File: src/sv/bsmg_pkg.sv
package bsmg_pkg;

    localparam int unsigned DATA_W  = 32;
    localparam int unsigned COUNT_W = 9;
    localparam int unsigned GROUP_W = 16;

    localparam logic STATUS_ACCEPTED = 1'b0;
    localparam logic STATUS_REJECTED = 1'b1;

    typedef struct packed {
        logic signed [DATA_W-1:0] value;
        logic                     restart;
    } item_t;

    typedef struct packed {
        logic                status;
        logic [COUNT_W-1:0]  stored_count;
        logic [DATA_W-1:0]   longest_span;
        logic [DATA_W-1:0]   shortest_span;
        logic                spans_valid;
    } result_t;

    // what one cell hands to its neighbors: gt to both sides, val to the right-hand one
    typedef struct packed {
        logic                     gt;
        logic signed [DATA_W-1:0] val;
    } link_t;

endpackage

File: src/sv/bsmg_cell.sv
module bsmg_cell
    import bsmg_pkg::*;
(
    input  logic                     clk,
    input  logic                     ins,
    input  logic signed [DATA_W-1:0] x,
    input  logic                     occ,
    input  link_t                    left,
    input  logic                     right_gt,
    output link_t                    own,
    output logic [DATA_W-1:0]        pred_gap,
    output logic [DATA_W-1:0]        succ_gap
);

    logic signed [DATA_W-1:0] val_reg;
    logic signed [DATA_W-1:0] val_next;
    logic [DATA_W-1:0]        pred_gap_reg;
    logic [DATA_W-1:0]        pred_gap_next;
    logic [DATA_W-1:0]        succ_gap_reg;
    logic [DATA_W-1:0]        succ_gap_next;
    logic                     gt;
    logic                     is_pred;
    logic                     is_succ;

    // an empty cell counts as larger than any number
    assign gt = !occ || (val_reg > x);

    // shift right where the left neighbor is larger too, else take the new number
    always_comb
    begin
        val_next = val_reg;
        if (gt)
        begin
            val_next = left.gt ? left.val : x;
        end
    end

    // neighbors of the new number in sorted order
    assign is_pred = occ && !gt && right_gt;
    assign is_succ = occ && gt && !left.gt;

    // gap candidates, all ones where this cell is no neighbor
    assign pred_gap_next = (ins && is_pred) ? (DATA_W'(x) - DATA_W'(val_reg)) : '1;
    assign succ_gap_next = (ins && is_succ) ? (DATA_W'(val_reg) - DATA_W'(x)) : '1;

    always_ff @(posedge clk)
    begin
        if (ins)
        begin
            val_reg <= val_next;
        end
        pred_gap_reg <= pred_gap_next;
        succ_gap_reg <= succ_gap_next;
    end

    assign own.gt   = gt;
    assign own.val  = val_reg;
    assign pred_gap = pred_gap_reg;
    assign succ_gap = succ_gap_reg;

endmodule

File: config.mk
export PLATFORM = sky130hd
export DESIGN_NAME = bsmg_cell
export DESIGN_NICKNAME = d
export VERILOG_FILES = /design/src/sv/bsmg_pkg.sv /design/src/sv/bsmg_cell.sv
export SDC_FILE = /design/constraint.sdc
export NUM_CORES = 1
export LEC_CHECK = 0
export ABC_CLOCK_PERIOD_IN_PS = 5800
export BUFFER_PORTS_ARGS = -buffer_cell sky130_fd_sc_hd__buf_2
export CAP_MARGIN = 10
export CORE_AREA = 2 2 121 123
export DETAILED_ROUTE_END_ITERATION = 8
export DIE_AREA = 0 0 123 125
export GPL_ROUTABILITY_DRIVEN = 0
export GPL_TIMING_DRIVEN = 0
export PLACE_DENSITY = 0.75
export REMOVE_ABC_BUFFERS = 1
export SLEW_MARGIN = 20
export SYNTH_ARGS = -nofsm -noshare
export SYNTH_HDL_FRONTEND = slang
export SYNTH_SLANG_ARGS = --single-unit
File: constraint.sdc
create_clock -name clk -period 5.8 [get_ports clk]
set_clock_uncertainty 0.15 [all_clocks]
set_input_delay 1.16 -clock clk [delete_from_list [all_inputs] [get_ports clk]]
set_output_delay 1.16 -clock clk [all_outputs]
set_load 0.05 [all_outputs]
**Yosys cells after proc, flatten, opt, wreduce, memory -nomap -nowiden**

Cells that the tools add are included.

- Order comparisons: 1
- $add $sub $neg: 2
- Reductions and logical operators: 11
- Mux-type cells: 1

Operators by type and width:

| operator | number |
|---|---|
| $sub A32 B32 Y32 | 2 |
| $gt A32 B32 Y1 | 1 |
| $mux W32 | 1 |
| $logic_and A1 B1 Y1 | 6 |
| $logic_not A1 Y1 | 3 |
| $reduce_and A2 Y1 | 1 |
| $logic_or A1 B1 Y1 | 1 |

- Input bits: 69
- Word-level logic and storage cells: 18
- Register bits after elaboration: 96

**Depth between registers and ports, before layout**

- Word-level depth: 6
- Depth in mapped cells: 13
- Gate-level depth less buffers: 11

**Worst setup path after synthesis**

Ideal clock, no wire load.

- Path kind: input port to flip-flop
- Start: in x[0]
- End: reg val_reg[0], enable pin
- Library setup time: 0.471 ns
- Required time: 5.179 ns
- Arrival: 5.410 ns
- Setup slack: -0.231 ns
- Stages on the path: 10
- Path through: ha_1 -> fa_1 -> nand2b_1 -> a21oi_2 -> o21ai_2 -> a21oi_4 -> o2111ai_4 -> a31o_2 -> a21bo_2 -> a21boi_0

- Longest elaborated chain between the ends: 3

Ends and longest elaborated chain:

| what | RTL line | source |
|---|---|---|
| start: declaration | bsmg_cell.sv:6 | `input logic signed [DATA_W-1:0] x,` |
| $gt A32 B32 Y1 | bsmg_cell.sv:26 | `assign gt = !occ \|\| (val_reg > x);` |
| $logic_or A1 B1 Y1 | bsmg_cell.sv:26 |  |
| $reduce_and A2 Y1 (no line) | - |  |
| end signal: assignment | bsmg_cell.sv:50 | `val_reg <= val_next;` |
| end: declaration | bsmg_cell.sv:15 | `logic signed [DATA_W-1:0] val_reg;` |

Every way passes these cells.
A chain may end at the register's enable or synchronous reset.

==> impl_metrics.toml <==
[timing]
tightest_slew_ns = 1.038
rsz0062_at_grt = "false"
fmax_mhz = 196.9
maxSlewViolCount = 0
whs_ns = 0.5141
final-setup-viol-count = 0
hold_viol_final = 0
min_period_ns = 5.078
finalCritPeriodShare_pct = 87.56
max_slew_margin_pct = 30.79

[routing]
finalWirelength_um = 17630
firstDrtPassIters = 5
first_iter_violations = 461
ant_nets = 0
dr_total_vias = 6173
vias_per_cell = 5.439
avgRoutedWirePerCell_um = 15.53
route.detailed.drc = 0

[synth]
synth_cell_types = 77
ys_warn_count = 0
syn-cell-area_mm2 = 0.006862
seq_area_frac_synth_pct = 32.68
synthTopCellsByCount = "nand2_1, inv_1, a21oi_1"
synth_most_common_cell = "nand2_1"
ys_ff_latch = 96
synth_area_leaders = "dfxtp_1, edfxtp_1, ha_1, nand2_1, a21oi_1"
synth_edf_count = 32
avgSynthCellArea_um2 = 8.482
synthArstFlopShare_pct = 0
synth_ff_type = "dfxtp_1"
synthCells = 809
synth_top_cell_area_share_pct = 18.67
synth_top_cell_by_area = "dfxtp_1"

[critical_path]
criticalPathCategory = "primary input to output pin"
critPathLaunchType = "primary input"
endpoint_kind = "output pin"
cp.required_ns = 4.49
path_max_fanout = 5
cp.arrival_ns = 3.77

[clock_tree]
clk_latency_ns = 0.36
cts-buffers-inserted = 9
post_cts_resized = 0
cts_tree = "yes"
postCtsSetupBuffers = 0
clock_path_buffers = 2
root_buffer = "clkbuf_16"
postCtsHoldBufs = 0
cts.sinks = 96
h-tree-depth = 3
clk_pin_slew_worst_paths_ns = 0.06

[global_routing]
grt_pass1_wl_um = 27590
antenna_found_initial = 0
grt_pass1_vias = 5564
overflow = 0
grt_max_degree = 66
grt.total_usage_pct = 22.80

[power_and_ir_drop]
max-vdd-ir-drop_uv = 134.0
power_density_mw_per_mm2 = 270.7
leakage_nw = 3.599

[cells_and_area]
nets = 1080
drive_above_1_share_pct = 22.61
multiInputGateArea_mm2 = 0.004021
num-fill-cells = 1361
seq_area_mm2 = 0.002242
diodes = 0
finish.instance_area_mm2 = 0.007961
syn_to_final_growth_pct = 16.03

[die]
rows = 44
design.die.area_mm2 = 0.01538
core-area_mm2 = 0.01420
die_h_um = 125
initial_utilization_pct = 48.31
die_x_um = 123
ioPinCount = 166

[run_status]
outcome = "completed"

[min_path]
hp-class = "flop to flop"

[placed_design]
dp_hpwl_um = 13370
placedInstanceArea_mm2 = 0.007650
portBuffers = 165

[job]
maxCapViolCount = 0
stage by stage:
stage | util, % | std cells | TNS [ns] | worst slack (ns) | power, W
global route | 56.05 | 1135 | 0 | 0.6225 | 0.002269
floorplan | - | 768 | -7.382 | -0.2307 | 0.001354
global placement | 53.57 | 1117 | -74.72 | -2.337 | 0.001526
detailed placement | 53.86 | 1119 | 0 | 0.7371 | 0.001536
finish | 56.05 | 1135 | 0 | 0.7217 | 0.002155
CTS | 56.03 | 1135 | 0 | 0.7386 | 0.002162
per-layer routing:
layer  wire, um  part of all wire, %  GRT usage (%)  up-vias
li1           -                    -              -     3072
met1       8149                   46          31.90     2842
met2       7869                   45          35.10      226
met3       1118                  6.3          3.239       33
met4        490                  2.8          9.626        0
met5          0                    0              0        -
layout by cell type, fill, tap and decap left out, types with 7 or more instances in the layout:
| cell type | Yosys | final |
|---|---|---|
| xor2_1 | 22 | 22 |
| a21oi_1 | 72 | 72 |
| ha_1 | 63 | 63 |
| buf_2 | 13 | 164 |
| xnor2_1 | 24 | 24 |
| o21ai_0 | 66 | 66 |
| o21a_1 | 7 | 7 |
| nand2b_1 | 7 | 7 |
| dfxtp_1 | 64 | 64 |
| nor2b_1 | 7 | 7 |
| nand3_1 | 11 | 11 |
| and3_1 | 10 | 10 |
| nand2_1 | 111 | 111 |
| o21bai_1 | 8 | 8 |
| a21o_1 | 28 | 28 |
| inv_1 | 80 | 80 |
| nor2_1 | 37 | 37 |
| edfxtp_1 | 32 | 32 |
| nor3_1 | 16 | 16 |
| clkbuf_16 | 0 | 10 |
| nand4_1 | 7 | 7 |
where the power goes:
group          switching (W)  internal (W)
clock network       0.000259      0.000361
logic               0.000513      0.000265
registers          0.0000195      0.000738
total               0.000792       0.00136
logic make-up (layout without fill, tap and decap cells):
| logic type | after synthesis | count (layout) | synth area share, % |
|---|---|---|---|
| muxes | 1 | 1 | 0.1641 |
| AOI/OAI and AO/OA | 249 | 249 | 24.45 |
| adders and majority gates | 65 | 65 | 12.07 |
| DFF | 96 | 96 | 32.68 |
| and+or+nand+nor | 231 | 231 | 15.88 |
| buffers and inverters | 121 | 263 | 8.880 |
| xor gates and xnor gates | 46 | 46 | 5.872 |
critical path, stage by stage:
cell and delay [ns]:
buf_2 0.10, ha_1 0.22, fa_1 0.41, nand2b_1 0.20, a21oi_2 0.21, o21ai_2 0.13, a21oi_4 0.25, o2111ai_4 0.20
a31o_2 0.28, a21bo_2 0.25, nand2_1 0.08, buf_2 0.26
cell type report:
cell class	count	share of cell area, %
repair buffers	167	10.78
clock inverters	4	0.6443
clock buffers	12	3.237
inverters	80	3.772
well taps	184	2.892
flip-flops and latches	96	28.16
multi-input cells	592	50.51
path summary, 6_finish.rpt:
path	start	to	slack, ns	depth (start not counted)
worst min-delay path	val_reg[0]	succ_gap[0]	0.51	2
worst max register to register	val_reg[0]	succ_gap[20]	2.05	11
worst max-delay path	x[0]	own[32]	0.72	12
worst min register to register	val_reg[0]	succ_gap[0]	0.51	2
Power figures use the tool's default switching activity.
